## src/tdpt_pkg.sv

```systemverilog
`default_nettype none
package tdpt_pkg;

    localparam int NUMBER_WIDTH = 32;
    // wide enough for the first divisor whose square passes the number
    localparam int DIV_WIDTH    = (NUMBER_WIDTH + 1) / 2 + 1;
    localparam int SQ_WIDTH     = NUMBER_WIDTH;
    localparam int CNT_WIDTH    = $clog2(NUMBER_WIDTH + 1);

    localparam logic [DIV_WIDTH-1:0] FIRST_DIVISOR = DIV_WIDTH'(2);
    localparam logic [SQ_WIDTH-1:0]  FIRST_SQUARE  = SQ_WIDTH'(4);

    typedef enum logic [1:0] {
        S_IDLE,
        S_CHECK,
        S_WAIT,
        S_DONE
    } t_state;

    typedef struct packed {
        logic                    start;
        logic [NUMBER_WIDTH-1:0] dividend;
        logic [DIV_WIDTH-1:0]    divisor;
    } t_rem_req;

    typedef struct packed {
        logic done;
        logic zero;
    } t_rem_rsp;

    typedef struct packed {
        logic idle;
        logic done;
        logic prime;
    } t_seq_stat;

endpackage
`default_nettype wire

```

## src/trial_division_prime_test_top.sv

```systemverilog
`default_nettype none
// Trial-division primality test.
//
// Input channel: i_in_valid / o_in_stall carry one word, i_number, a signed
// integer. Output channel: o_out_valid / i_out_stall carry one word per input,
// o_is_prime, set when the number is prime. A word moves on a rising edge with
// valid high and stall low.
//
// Negative numbers, zero and one go from acceptance straight to the done state
// and on to the output register, and the next number is taken once the
// sequencer is back in idle. Otherwise the sequencer tries divisors d = 2, 3
// and upward while d*d <= number, feeding each one to a shared bit-serial
// remainder unit and waiting for its result before it tries the next. A
// large prime near 2^31 needs about 46340 divisors.
// One number is worked on at a time: o_in_stall is high from acceptance until
// the result has been written to the output register.
//
// A finished result waits in the output register while i_out_stall is high;
// the next number is taken meanwhile, and its result is held back until the
// register is free. Synchronous active-low reset empties the block.
module trial_division_prime_test_top (
    input  wire logic                              i_clk,
    input  wire logic                              i_rst_n,
    input  wire logic                              i_in_valid,
    output logic                                   o_in_stall,
    input  wire logic signed [tdpt_pkg::NUMBER_WIDTH-1:0] i_number,
    output logic                                   o_out_valid,
    input  wire logic                              i_out_stall,
    output logic                                   o_is_prime
);

    tdpt_pkg::t_rem_req  rem_req;
    tdpt_pkg::t_rem_rsp  rem_rsp;
    tdpt_pkg::t_seq_stat seq_stat;

    logic r_out_valid;
    logic r_out_prime;
    logic out_free;
    logic start;

    assign start    = i_in_valid && seq_stat.idle;
    assign out_free = !r_out_valid || !i_out_stall;

    tdpt_seq u_seq (
        .i_clk      (i_clk),
        .i_rst_n    (i_rst_n),
        .i_start    (start),
        .i_number   (i_number),
        .i_out_free (out_free),
        .i_rsp      (rem_rsp),
        .o_req      (rem_req),
        .o_stat     (seq_stat)
    );

    tdpt_rem u_rem (
        .i_clk   (i_clk),
        .i_rst_n (i_rst_n),
        .i_req   (rem_req),
        .o_rsp   (rem_rsp)
    );

    always_ff @(posedge i_clk) begin
        if (!i_rst_n) begin
            r_out_valid <= 1'b0;
        end else if (seq_stat.done) begin
            r_out_valid <= 1'b1;
        end else if (!i_out_stall) begin
            r_out_valid <= 1'b0;
        end
    end

    always_ff @(posedge i_clk) begin
        if (seq_stat.done) begin
            r_out_prime <= seq_stat.prime;
        end
    end

    assign o_in_stall  = !seq_stat.idle;
    assign o_out_valid = r_out_valid;
    assign o_is_prime  = r_out_prime;

endmodule
`default_nettype wire

```

## src/tdpt_rem.sv

```systemverilog
`default_nettype none
module tdpt_rem (
    input  wire logic              i_clk,
    input  wire logic              i_rst_n,
    input  wire tdpt_pkg::t_rem_req i_req,
    output tdpt_pkg::t_rem_rsp     o_rsp
);

    logic [tdpt_pkg::NUMBER_WIDTH-1:0] r_dvd;
    logic [tdpt_pkg::DIV_WIDTH-1:0]    r_dsr;
    logic [tdpt_pkg::DIV_WIDTH-1:0]    r_rem;
    logic [tdpt_pkg::CNT_WIDTH-1:0]    r_cnt;
    logic                              r_busy;
    logic                              r_done;

    logic [tdpt_pkg::DIV_WIDTH:0]      rem_sh;
    logic [tdpt_pkg::DIV_WIDTH:0]      rem_diff;
    logic [tdpt_pkg::DIV_WIDTH-1:0]    n_rem;

    // one restoring step: shift in the next dividend bit, subtract if it fits
    always_comb begin
        rem_sh   = {r_rem, r_dvd[tdpt_pkg::NUMBER_WIDTH-1]};
        rem_diff = rem_sh - {1'b0, r_dsr};
        if (rem_sh >= {1'b0, r_dsr}) begin
            n_rem = rem_diff[tdpt_pkg::DIV_WIDTH-1:0];
        end else begin
            n_rem = rem_sh[tdpt_pkg::DIV_WIDTH-1:0];
        end
    end

    always_ff @(posedge i_clk) begin
        if (!i_rst_n) begin
            r_busy <= 1'b0;
            r_done <= 1'b0;
            r_cnt  <= '0;
        end else begin
            r_done <= 1'b0;
            if (i_req.start) begin
                r_busy <= 1'b1;
                r_cnt  <= tdpt_pkg::CNT_WIDTH'(tdpt_pkg::NUMBER_WIDTH);
            end else if (r_busy) begin
                r_cnt <= r_cnt - 1'b1;
                if (r_cnt == tdpt_pkg::CNT_WIDTH'(1)) begin
                    r_busy <= 1'b0;
                    r_done <= 1'b1;
                end
            end
        end
    end

    always_ff @(posedge i_clk) begin
        if (i_req.start) begin
            r_dvd <= i_req.dividend;
            r_dsr <= i_req.divisor;
            r_rem <= '0;
        end else if (r_busy) begin
            r_dvd <= {r_dvd[tdpt_pkg::NUMBER_WIDTH-2:0], 1'b0};
            r_rem <= n_rem;
        end
    end

    assign o_rsp.done = r_done;
    assign o_rsp.zero = (r_rem == '0);

endmodule
`default_nettype wire

```

## src/tdpt_seq.sv

```systemverilog
`default_nettype none
module tdpt_seq (
    input  wire logic                          i_clk,
    input  wire logic                          i_rst_n,
    input  wire logic                          i_start,
    input  wire logic [tdpt_pkg::NUMBER_WIDTH-1:0] i_number,
    input  wire logic                          i_out_free,
    input  wire tdpt_pkg::t_rem_rsp            i_rsp,
    output tdpt_pkg::t_rem_req                 o_req,
    output tdpt_pkg::t_seq_stat                o_stat
);

    tdpt_pkg::t_state r_state;
    tdpt_pkg::t_state n_state;

    logic [tdpt_pkg::NUMBER_WIDTH-1:0] r_v;
    logic [tdpt_pkg::DIV_WIDTH-1:0]    r_d;
    logic [tdpt_pkg::SQ_WIDTH-1:0]     r_sq;
    logic                              r_prime;

    logic trivial;
    logic past_root;

    assign trivial   = i_number[tdpt_pkg::NUMBER_WIDTH-1] ||
                       (i_number[tdpt_pkg::NUMBER_WIDTH-1:1] == '0);
    assign past_root = (r_sq > r_v);

    always_comb begin
        n_state = r_state;
        unique case (r_state)
            tdpt_pkg::S_IDLE: begin
                if (i_start) begin
                    n_state = trivial ? tdpt_pkg::S_DONE : tdpt_pkg::S_CHECK;
                end
            end
            tdpt_pkg::S_CHECK: begin
                n_state = past_root ? tdpt_pkg::S_DONE : tdpt_pkg::S_WAIT;
            end
            tdpt_pkg::S_WAIT: begin
                if (i_rsp.done) begin
                    n_state = i_rsp.zero ? tdpt_pkg::S_DONE : tdpt_pkg::S_CHECK;
                end
            end
            tdpt_pkg::S_DONE: begin
                if (i_out_free) begin
                    n_state = tdpt_pkg::S_IDLE;
                end
            end
            default: n_state = tdpt_pkg::S_IDLE;
        endcase
    end

    always_comb begin
        o_req.start    = 1'b0;
        o_req.dividend = r_v;
        o_req.divisor  = r_d;
        o_stat.idle    = 1'b0;
        o_stat.done    = 1'b0;
        o_stat.prime   = r_prime;
        unique case (r_state)
            tdpt_pkg::S_IDLE:  o_stat.idle = 1'b1;
            tdpt_pkg::S_CHECK: o_req.start = !past_root;
            tdpt_pkg::S_WAIT:  o_req.start = 1'b0;
            tdpt_pkg::S_DONE:  o_stat.done = i_out_free;
            default:           o_stat.idle = 1'b0;
        endcase
    end

    always_ff @(posedge i_clk) begin
        if (!i_rst_n) begin
            r_state <= tdpt_pkg::S_IDLE;
        end else begin
            r_state <= n_state;
        end
    end

    always_ff @(posedge i_clk) begin
        unique case (r_state)
            tdpt_pkg::S_IDLE: begin
                if (i_start) begin
                    r_v     <= i_number;
                    r_d     <= tdpt_pkg::FIRST_DIVISOR;
                    r_sq    <= tdpt_pkg::FIRST_SQUARE;
                    r_prime <= 1'b0;
                end
            end
            tdpt_pkg::S_CHECK: begin
                if (past_root) begin
                    r_prime <= 1'b1;
                end
            end
            tdpt_pkg::S_WAIT: begin
                // advance to d+1 and (d+1)^2 = d^2 + 2d + 1
                if (i_rsp.done && !i_rsp.zero) begin
                    r_d  <= r_d + 1'b1;
                    r_sq <= r_sq + tdpt_pkg::SQ_WIDTH'({r_d, 1'b1});
                end
            end
            default: begin
            end
        endcase
    end

    a_start_only_in_check: assert property (@(posedge i_clk) disable iff (!i_rst_n)
        o_req.start |-> (r_state == tdpt_pkg::S_CHECK) && !past_root)
        else $error("remainder started outside check");

    a_check_to_wait: assert property (@(posedge i_clk) disable iff (!i_rst_n)
        o_req.start |=> (r_state == tdpt_pkg::S_WAIT))
        else $error("sequencer did not wait on the remainder unit");

    a_done_needs_room: assert property (@(posedge i_clk) disable iff (!i_rst_n)
        o_stat.done |-> i_out_free && (r_state == tdpt_pkg::S_DONE))
        else $error("result issued without a free output slot");

    a_divisor_floor: assert property (@(posedge i_clk) disable iff (!i_rst_n)
        (r_state == tdpt_pkg::S_WAIT) |-> (r_d >= tdpt_pkg::FIRST_DIVISOR))
        else $error("trial divisor below two");

endmodule
`default_nettype wire
```

## config.mk

```make
export PLATFORM = sky130hd
export DESIGN_NAME = trial_division_prime_test_top
export DESIGN_NICKNAME = d
export VERILOG_FILES = /design/src/tdpt_pkg.sv /design/src/trial_division_prime_test_top.sv /design/src/tdpt_rem.sv /design/src/tdpt_seq.sv
export SDC_FILE = /design/constraint.sdc
export NUM_CORES = 1
export LEC_CHECK = 0
export ABC_CLOCK_PERIOD_IN_PS = 3800
export BUFFER_PORTS_ARGS = -buffer_cell sky130_fd_sc_hd__buf_2
export CORE_UTILIZATION = 55
export CTS_CLUSTER_SIZE = 40
export DETAILED_ROUTE_END_ITERATION = 16
export GPL_ROUTABILITY_DRIVEN = 1
export PLACE_DENSITY = 0.79
export SYNTH_ARGS = -nofsm -noshare
export SYNTH_HDL_FRONTEND = slang
export SYNTH_SLANG_ARGS = --single-unit
export TNS_END_PERCENT = 20
```

## constraint.sdc

```tcl
create_clock -name i_clk -period 3.8 [get_ports i_clk]
set_input_delay 0.76 -clock i_clk [delete_from_list [all_inputs] [get_ports i_clk]]
set_output_delay 0.76 -clock i_clk [all_outputs]
set_load 0.01 [all_outputs]
```

==> summary.txt, run 1 <==
Timing
  – Setup-failing EPs final: 0
  – Max-slew headroom: 38.1%
  – Setup WS post-layout: 0.499 ns
  – Max Fclk: 303 MHz
  – RSZ-0062 raised after global routing: no
  – Worst Tran Pin Value: 0.926 ns
  – TNS Setup: 0 ns
  – Final Max Slew Viols: 0
  – Clock skew: 0.00962 ns
  – Final critical-path required period: 3.30 ns
  – Period utilization: 86.9%
  – Final hold violation count: 0

Critical path
  – Critical Path, Cell by Cell: inv_1, ha_1, a21oi_1, o21ai_0, a221o_1, o31ai_1, a22o_1, and2_4, or2_1, buf_4
  – Crit. End Element: flip-flop
  – Crit Path Category: flip-flop to flip-flop
  – Worst setup startpoint: u_seq.r_v[7]$_DFFE_PP_
  – Worst EP required: 3.89 ns
  – Worst R2R Start: u_seq.r_v[7]$_DFFE_PP_
  – Master of the slowest instance on the critical path: and2_4
  – Setup crit start kind: flip-flop
  – Critical path arrival: 3.39 ns
  – Critical-path maximum fanout: 32
  – Depth of the worst register-to-register path: 10
  – Crit Reg-Reg Endpoint: u_rem.r_dvd[13]$_DFFE_PP_
  – Worst path max stage delay: 0.49 ns
  – Reg2Reg Setup Slack: 0.50 ns

Final layout
  – Area delta synth->final: 10.7%
  – Share of layout cells above drive strength 1: 14.1%
  – ANT cells: 0
  – # nets final: 972
  – Finished Cell Area: 0.0101 sq mm
  – Fin cells: 1094

GRT
  – Global routing usage on met1: 32.7%
  – GR peak layer: met2
  – GRT Util Overall: 23.7%
  – Total gr overflow: 0
  – First-pass GRT wire length: 30700 microns
  – Met2 Use GR: 36.6%
  – Largest net degree at the start of global routing: 50
  – Initial antenna violation count: 0
  – Vias in the first global route: 6137
  – Met3 Use GR: 6.23%

Routing
  – Routed len/inst: 17.1 microns
  – DRT Pass-1 Iters: 7
  – Total number of vias: 6430
  – Final wirelength: 18700 microns
  – Via density: 5.88
  – # DRC: 0
  – Drt first-iter violations: 496
  – Post-DRT Antenna Nets: 0

Power
  – Peak supply drop: 0.434 mV
  – Cell leakage power: 4.08 nW
  – Pwr Density: 655 mW/mm^2
  – Power Total: 6.63 mW

Logic synthesis
  – Net Count, Synth: 931
  – Flip-flop and latch count after synthesis: 160
  – Area contributors post-synth: edfxtp_1 43%, ha_1 9.4%, dfxtp_1 6.1%
  – Yosys warning total: 0
  – Sequential area share after synthesis: 49.4%
  – Synth Instances: 824
  – Post-synth EDFFs: 132
  – Top_reg_cell synth: edfxtp_1
  – Cell Area, Synth: 0.00915 sq mm
  – Syn_area_per_cell: 11.1 sq um
  – Yosys top cell area share: 43.3%
  – Dominant cell type by area after synthesis: edfxtp_1
  – Fraction of registers with async set/reset: 0%
  – Cell variety after synth: 58

Clocking
  – Post-cts resize count: 0
  – Cts hold-fix bufs: 0
  – CTS tree: built
  – Setup Fix Bufs, Post-CTS: 0
  – Clk slew on worst S/H paths: 0.07 ns
  – # clock sinks: 160
  – CTS Buffer Depth: 2
  – CTS H-tree depth: 4
  – Clk root buf: clkbuf_16
  – Worst skew pair latency: 0.44 ns
  – TritonCTS Buffers: 17

Place
  – Cell Area, Placed: 0.00954 sq mm
  – Hpwl dp: 13200 microns
  – RD Place Congestion: 0.889
  – IO Port Bufs: 38
  – Dpl cells: 1062
  – Worst slack at placement: 0.512 ns

Run status
  – Status: complete, no violations

Job
  – Max cap viols: 0

Floorplan
  – Die Wd: 131 microns
  – Die height: 131 microns
  – Ports: 39
  – Initial core utilization: 57.0%
  – Site Rows: 46
  – Die Area: 0.0172 sq mm
  – Core area: 0.0161 sq mm

Worst hold path
  – Min-delay src: u_seq.r_prime$_DFFE_PP_
  – Hold depth: 0
  – Hold WC Path Type: flip-flop to flip-flop
  – Min-Delay Endpoint: o_is_prime$_DFFE_PP_
-- flip-flops by register name (all words and copies together), names as in the netlist --
signal	cells
u_seq.r_state	2
u_rem.r_rem	17
u_rem.r_dsr	17
u_seq.r_prime	1
u_rem.r_cnt	6
u_seq.r_d	17
o_out_valid	1
u_rem.r_busy	1
u_seq.r_sq	32
u_seq.r_v	32
o_is_prime	1
u_rem.r_done	1
u_rem.r_dvd	32
-- cell usage after synthesis (all sizes together), types with 8 or more instances --
cell type,count
ha,69
a21o,11
mux2,32
a21oi,49
nand2b,11
xor2,24
buf,8
a31oi,11
nor2,86
inv,68
nor4,14
edfxtp,132
nor2b,8
nand2,41
o21ai,28
and3,11
a211oi,20
xnor2,27
clkbuf,15
dfxtp,28
mux2i,14
nor3,16
nand3,20
or3,11
nand4,16
-- placed cells by master (no fill, tap or decap), types with 5 or more instances in the layout --
master       n
edfxtp_1   132
nor2_1      84
ha_1        69
inv_1       68
a21oi_1     48
nand2_1     40
buf_2       38
mux2_4      30
dfxtp_1     28
xnor2_1     27
o21ai_0     24
xor2_1      24
nand3_1     20
a211oi_1    17
clkbuf_16   17
nand4_1     16
nor3_1      16
nor4_1      14
mux2i_1     14
a21o_1      11
and3_1      11
or3_1       11
nand2b_1    10
a31oi_1     10
nor2b_1      8
o211ai_1     7
buf_4        7
inv_8        5
-- power breakdown --
group	internal [mW]	switching (mW)	leakage (nW)
clock network	0.882	0.811	0.283
registers	2.29	0.284	1.49
logic	1.05	1.32	2.30
total	4.22	2.41	4.08
-- stage by stage --
step	util, %	hold slack (ns)
finish	63.1	0.495
global placement	59.4	0.460
detailed placement	59.4	0.466
floorplan	-	0.400
CTS	63.1	0.484
global route	63.1	0.488
-- logic make-up after synthesis --
family                   count (synthesis)  synth area share [%]
buffers and inverters                   91                  4.32
adder cells (fa/ha/maj)                 71                  9.87
AND/OR/NAND/NOR                        248                  13.5
AO/OA/AOI/OAI                          157                  11.3
XOR/XNOR                                51                  4.88
multiplexers                            46                  6.70
flip-flops                             160                  49.4
-- critical path: cells and delay by family (launching register included) --
kind | cells | cell delay, ns
and+or+nand+nor | 2 | 0.66
AOI/OAI and AO/OA | 5 | 1.16
DFF | 1 | 0.37
buffers and inverters | 2 | 0.42
adders and majority gates | 1 | 0.31
-- layer usage --
| layer | vias to the layer above | part of all wire [%] |
|---|---|---|
| li1 | 3125 | - |
| met1 | 3081 | 47 |
| met2 | 199 | 46 |
| met3 | 25 | 6.1 |
| met4 | 0 | 1.5 |
| met5 | - | 0 |
-- worst max-delay path by stage --
stage | endpoint | slack, ns | depth (start not counted)
6_report | u_rem.r_dvd[13]$_DFFE_PP_ | 0.50 | 10
5_1_grt | u_rem.r_dvd[12]$_DFFE_PP_ | 0.28 | 10
4_1_cts | u_rem.r_dvd[15]$_DFFE_PP_ | 0.50 | 10
3_5_place_dp | u_rem.r_dvd[5]$_DFFE_PP_ | 0.51 | 10
3_3_place_gp | u_rem.r_dvd[5]$_DFFE_PP_ | 0.54 | 10
2_1_floorplan | u_seq.r_d[0]$_SDFFCE_PP0P_ | 0.16 | 7
-- area by class of cell --
type | count | area, sq um
Fill cell | 1211 | 5930
Sequential cell | 160 | 4520
Multi-Input combinational cell | 573 | 4250
Clock buffer | 17 | 425
Tap cell | 216 | 270
Inverter | 68 | 255
Timing Repair Buffer | 45 | 243
Clock inverter | 15 | 164
Note: power is estimated with default switching activity, not from simulation.
==> run 2: changes to the inputs <==
--- a/config.mk
+++ b/config.mk
@@ -5,9 +5,9 @@
 export SDC_FILE = /design/constraint.sdc
 export NUM_CORES = 1
 export LEC_CHECK = 0
-export ABC_CLOCK_PERIOD_IN_PS = 3800
+export ABC_CLOCK_PERIOD_IN_PS = 3400
 export BUFFER_PORTS_ARGS = -buffer_cell sky130_fd_sc_hd__buf_2
-export CORE_UTILIZATION = 55
+export CORE_UTILIZATION = 57
 export CTS_CLUSTER_SIZE = 40
 export DETAILED_ROUTE_END_ITERATION = 16
 export GPL_ROUTABILITY_DRIVEN = 1
==> constraint.sdc (replaced) <==
create_clock -name i_clk -period 3.4 [get_ports i_clk]
set_input_delay 0.68 -clock i_clk [delete_from_list [all_inputs] [get_ports i_clk]]
set_output_delay 0.68 -clock i_clk [all_outputs]
set_load 0.01 [all_outputs]
==> run 2 against run 1 <==
Register-to-register slack worse by 0.16 ns. Global-route usage rose by 1.7 points. Non-clock buffer count rose by 4. Maximum frequency grew 7.7%. Via count rose by 1.5%. Setup slack worse by 0.16 ns. Cell count is the same. Final area grew 0.37%. Clock power is 15% higher. Combinational power increased by 14%. Largest power group unchanged. Highest routed layer unchanged.
==> summary.txt, run 2 (synthesis results as in run 1) <==
GRT
  – Total gr overflow: 0
  – First-pass GRT wire length: 31600 microns
  – Largest net degree at the start of global routing: 50
  – Initial antenna violation count: 0
  – GRT Util Overall: 25.4%
  – Vias in the first global route: 6090

Final layout
  – # nets final: 976
  – # fillers: 1173
  – Biggest regs: u_rem.r_dvd (32), u_seq.r_sq (32), u_seq.r_v (32)
  – Area delta synth->final: 11.1%
  – Most common cell after layout, fill and taps aside: edfxtp_1
  – Share of layout cells above drive strength 1: 14.5%
  – Sequential Area: 0.00452 sq mm
  – Multi-input logic area: 0.00425 sq mm
  – Most frequent cells in the layout: 132 x edfxtp_1, 84 x nor2_1, 69 x ha_1, 68 x inv_1, 48 x a21oi_1

Clocking
  – Setup Fix Bufs, Post-CTS: 0
  – TritonCTS Buffers: 17
  – CTS H-tree depth: 4
  – Worst skew pair latency: 0.45 ns
  – # clock sinks: 160
  – Clk slew on worst S/H paths: 0.07 ns
  – CTS Buffer Depth: 2
  – CTS tree: built
  – Cts hold-fix bufs: 0
  – Post-cts resize count: 0
  – Clk root buf: clkbuf_16

Timing
  – Setup WS post-layout: 0.334 ns
  – Clock skew: 0.0147 ns
  – Final critical-path required period: 3.07 ns
  – Period utilization: 90.2%
  – Worst Tran Pin Value: 0.685 ns
  – Setup-failing EPs final: 0
  – Final Max Slew Viols: 0
  – Max Fclk: 326 MHz
  – Max-slew headroom: 54.3%
  – RSZ-0062 raised after global routing: no
  – TNS Setup: 0 ns
  – Final hold violation count: 0

Critical path
  – Critical-path maximum fanout: 32
  – Crit Path Category: flip-flop to flip-flop
  – Setup crit start kind: flip-flop
  – Worst EP required: 3.50 ns
  – Crit. End Element: flip-flop
  – Worst path max stage delay: 0.39 ns
  – Critical Path, Cell by Cell: inv_1, ha_1, a21oi_1, o21ai_0, a221o_1, o31ai_1, a22o_1, and2_4, or2_1, buf_4
  – Critical path arrival: 3.16 ns
  – CP top delay family: compound AO/OA/AOI/OAI gates
  – CP bufs+invs: 2
  – Master of the slowest instance on the critical path: edfxtp_1

Routing
  – Total number of vias: 6529
  – Drt first-iter violations: 591
  – Routed len/inst: 18.0 microns
  – Via density: 5.97
  – DRT Pass-1 Iters: 5
  – Post-DRT Antenna Nets: 0
  – Final wirelength: 19600 microns
  – # DRC: 0

Floorplan
  – Ports: 39
  – Core area: 0.0154 sq mm
  – Die Area: 0.0166 sq mm
  – Initial core utilization: 59.3%
  – Die Wd: 129 microns
  – Site Rows: 45
  – Die height: 129 microns

Power
  – Pwr Density: 738 mW/mm^2
  – Cell leakage power: 4.11 nW
  – Peak supply drop: 0.437 mV

Place
  – IO Port Bufs: 38
  – Worst slack at placement: 0.422 ns
  – RD Place Congestion: 0.925
  – Hpwl dp: 13700 microns

Run status
  – Status: complete, no violations

Worst hold path
  – Hold WC Path Type: primary input to flip-flop

Job
  – Max cap viols: 0
==> run 2: through the flow <==
step / power, mW / area [sq um] / hold slack (ns) / cells / util [%]
floorplan: 4.97 / 9160 / 0.400 / 824 / -
global placement: 5.47 / 9570 / 0.469 / 1061 / 62.1
detailed placement: 5.53 / 9570 / 0.463 / 1061 / 62.1
CTS: 7.50 / 10200 / 0.408 / 1093 / 65.9
global route: 7.93 / 10200 / 0.412 / 1093 / 65.9
finish: 7.50 / 10200 / 0.418 / 1094 / 65.9
==> run 2: worst register-to-register path, delay by kind of cell (launching register included) <==
kind / cells / cell delay (ns)
compound gates: 5 / 1.14
buf+inv: 2 / 0.47
simple gates: 2 / 0.44
flops: 1 / 0.39
fa+ha+maj: 1 / 0.26
==> run 2: power by group <==
group          switching, mW  total (mW)  leakage [nW]  internal, mW
registers              0.314        2.87          1.49          2.56
logic                   1.51        2.69          2.33          1.19
clock network          0.895        1.94         0.285          1.04
==> run 2: layout make-up <==
class                           count  area share (%)
Sequential cell                   160            44.5
Clock inverter                     15            1.65
Timing Repair Buffer               49            2.81
Antenna cell                        1          0.0246
Tap cell                          211            2.60
Multi-Input combinational cell    573            41.7
Inverter                           68            2.51
Clock buffer                       17            4.18
==> run 2: worst paths after layout <==
kind / depth (start not counted) / startpoint / to / slack, ns
max: 10 / u_seq.r_v[7]$_DFFE_PP_ / u_rem.r_dvd[12]$_DFFE_PP_ / 0.33
min: 1 / i_number[19] / u_seq.r_v[19]$_DFFE_PP_ / 0.42
max reg2reg: 10 / u_seq.r_v[7]$_DFFE_PP_ / u_rem.r_dvd[12]$_DFFE_PP_ / 0.33
min reg2reg: 2 / u_rem.r_cnt[0]$_SDFFE_PP0P_ / u_rem.r_cnt[0]$_SDFFE_PP0P_ / 0.50
==> run 2: metal layers <==
| layer | GRT usage, % | routed length (microns) | share of wire, % | vias to the layer above |
|---|---|---|---|---|
| li1 | - | - | - | 3140 |
| met1 | 34.8 | 8800 | 45 | 3176 |
| met2 | 40.2 | 9190 | 47 | 189 |
| met3 | 6.36 | 1330 | 6.8 | 24 |
| met4 | 7.13 | 318 | 1.6 | 0 |
| met5 | 0 | 0 | 0 | - |
==> run 3: changes to the inputs <==
--- a/config.mk
+++ b/config.mk
@@ -5,13 +5,14 @@
 export SDC_FILE = /design/constraint.sdc
 export NUM_CORES = 1
 export LEC_CHECK = 0
-export ABC_CLOCK_PERIOD_IN_PS = 3400
+export ABC_CLOCK_PERIOD_IN_PS = 3640
 export BUFFER_PORTS_ARGS = -buffer_cell sky130_fd_sc_hd__buf_2
 export CORE_UTILIZATION = 57
 export CTS_CLUSTER_SIZE = 40
 export DETAILED_ROUTE_END_ITERATION = 16
 export GPL_ROUTABILITY_DRIVEN = 1
 export PLACE_DENSITY = 0.79
+export SETUP_SLACK_MARGIN = 0.5
 export SYNTH_ARGS = -nofsm -noshare
 export SYNTH_HDL_FRONTEND = slang
 export SYNTH_SLANG_ARGS = --single-unit
==> constraint.sdc (replaced) <==
create_clock -name i_clk -period 3.64 [get_ports i_clk]
set_input_delay 0.728 -clock i_clk [delete_from_list [all_inputs] [get_ports i_clk]]
set_output_delay 0.728 -clock i_clk [all_outputs]
set_load 0.01 [all_outputs]
==> run 3 against run 2 <==
Global-route usage rose by 0.068 points. Via count fell by 0.25%. Critical path depth fell by 1. Combinational power fell by 6%. Cell count barely moved. First-iteration DRC count rose by 6.6%.
==> summary.txt, run 3 (synthesis results as in run 1) <==
Run status
  – Status: complete, no violations

Final layout
  – Area delta synth->final: 11.2%
  – Fin util: 66.0%
  – Most common cell after layout, fill and taps aside: edfxtp_1
  – # nets final: 976
  – Fin cells: 1093
  – Share of layout cells above drive strength 1: 14.4%
  – ANT cells: 0
  – Biggest regs: u_rem.r_dvd (32), u_seq.r_sq (32), u_seq.r_v (32)
  – Finished Cell Area: 0.0102 sq mm
  – # fillers: 1166
  – Most frequent cells in the layout: 132 x edfxtp_1, 84 x nor2_1, 69 x ha_1, 68 x inv_1, 48 x a21oi_1

Power
  – Cell leakage power: 4.11 nW
  – Clock network power share: 25.7%
  – Sw Ratio: 35.3%
  – Cell-internal power: 4.53 mW
  – Pwr Density: 688 mW/mm^2
  – Peak supply drop: 0.504 mV
  – Switch Pwr: 2.47 mW
  – Power Total: 7.00 mW
  – Seq pwr share: 38.3%
  – Combinational power share: 36.0%

Floorplan
  – Initial core utilization: 59.3%
  – Site Rows: 45
  – Die Area: 0.0166 sq mm
  – Ports: 39
  – Core area: 0.0154 sq mm
  – Die height: 129 microns
  – Die Wd: 129 microns

Worst hold path
  – Hold WC Path Type: flip-flop to flip-flop
  – Min-Delay Endpoint: o_is_prime$_DFFE_PP_
  – Hold depth: 0
  – Min-delay src: u_seq.r_prime$_DFFE_PP_

Critical path
  – Crit Path Category: flip-flop to flip-flop
  – Crit path top cell by count: a21oi_1
  – Master of the slowest instance on the critical path: edfxtp_1
  – Critical Path, Cell by Cell: ha_1, a21oi_1, o21ai_0, a221o_1, a21oi_1, a22o_1, and2_4, buf_4, mux2_2
  – Critical-path maximum fanout: 12
  – Crit. End Element: flip-flop
  – Critical path arrival: 3.24 ns
  – Worst path max stage delay: 0.46 ns
  – Crit Reg-Reg Endpoint: u_rem.r_dvd[1]$_DFFE_PP_
  – Worst EP required: 3.82 ns
  – Worst R2R Start: u_seq.r_sq[19]$_SDFFCE_PP0P_
  – Depth of the worst register-to-register path: 9
  – Setup crit start kind: flip-flop
  – Reg2Reg Setup Slack: 0.59 ns

Clocking
  – # clock sinks: 160
  – Cts hold-fix bufs: 0
  – CTS tree: built
  – CTS H-tree depth: 4
  – Clk slew on worst S/H paths: 0.07 ns
  – CTS Buffer Depth: 2
  – Worst skew pair latency: 0.44 ns
  – Clk root buf: clkbuf_16
  – TritonCTS Buffers: 17

GRT
  – First-pass GRT wire length: 31900 microns
  – Initial antenna violation count: 0
  – Met2 Use GR: 39.8%
  – Global routing usage on met1: 34.9%
  – Met3 Use GR: 5.11%
  – GRT Util Overall: 25.5%
  – Vias in the first global route: 6277
  – Total gr overflow: 0
  – GR peak layer: met2
  – Largest net degree at the start of global routing: 50

Place
  – Hpwl dp: 13700 microns
  – Worst slack at placement: 0.373 ns
  – IO Port Bufs: 38
  – Cell Area, Placed: 0.00956 sq mm
  – RD Place Congestion: 0.909
  – Dpl cells: 1058

Timing
  – Period utilization: 83.9%
  – Worst Tran Pin Value: 0.777 ns
  – Max Fclk: 328 MHz
  – RSZ-0062 raised after global routing: yes
  – Final critical-path required period: 3.05 ns
  – TNS Setup: 0 ns
  – Clock skew: 0.0113 ns
  – Final Max Slew Viols: 0
  – Final hold violation count: 0
  – Final hold slack: 0.461 ns
  – Setup WS post-layout: 0.587 ns
  – Setup-failing EPs final: 0
  – Max-slew headroom: 48.2%

Routing
  – DRT Pass-1 Iters: 5
  – Via density: 5.96
  – Final wirelength: 19600 microns
  – Post-DRT Antenna Nets: 0
  – # DRC: 0
  – Routed len/inst: 17.9 microns
  – Total number of vias: 6513
  – Drt first-iter violations: 630

Job
  – Max cap viols: 0
run 3: cell type report:
cell class,instances,area (sq um),area share (%)
sequential,160,4520,44.5
multi-input combinational,574,4260,41.8
clock buffer,18,429,4.22
timing repair buffer,48,290,2.85
tap,211,264,2.59
inverter,68,255,2.51
clock inverter,14,156,1.54
run 3: critical path, delay by kind of cell, from the launching register on:
family | cells | cell delay, ns
compound gates | 5 | 1.13
simple gates | 1 | 0.24
buf+inv | 1 | 0.26
mux | 1 | 0.37
fa+ha+maj | 1 | 0.34
flops | 1 | 0.46
run 3: worst max path at each step:
stage                                 startpoint                           end  slack (ns)  depth (start not counted)
floorplan           u_seq.r_sq[14]$_SDFFCE_PP0P_  u_rem.r_dvd[0]$_SDFFCE_PN0P_        0.51                         10
global placement         u_seq.r_v[17]$_DFFE_PP_      u_rem.r_dvd[1]$_DFFE_PP_        0.50                         10
detailed placement   u_seq.r_sq[7]$_SDFFCE_PP0P_      u_rem.r_dvd[1]$_DFFE_PP_        0.37                          9
CTS                   u_seq.r_d[0]$_SDFFCE_PP0P_  u_seq.r_sq[30]$_SDFFCE_PP0P_        0.56                         10
global route          u_seq.r_d[1]$_SDFFCE_PP1P_  u_seq.r_sq[28]$_SDFFCE_PP0P_        0.43                          9
finish              u_seq.r_sq[19]$_SDFFCE_PP0P_      u_rem.r_dvd[1]$_DFFE_PP_        0.59                          9
run 3: metal layers:
layer	wire, microns	vias to the layer above
met4	530	0
met2	8960	188
met1	9080	3146
met5	0	-
met3	1010	45
li1	-	3134
run 3: power by group through the flow:
stage                     registers [mW]  logic, mW  clock network, mW
after floorplan                     2.60       2.05                  0
after global placement              2.70       2.41                  0
after detailed placement            2.71       2.46                  0
after CTS                           2.68       2.50               1.82
after global routing                2.72       2.79               1.88
final                               2.68       2.52               1.80
run 3: timing repair:
action                     4_1_cts  5_1_grt
setup endpoints to repair       59        6
cloned                           1        0
pin swaps                        1        0
resized for setup                0        1
setup buffers                    2        0
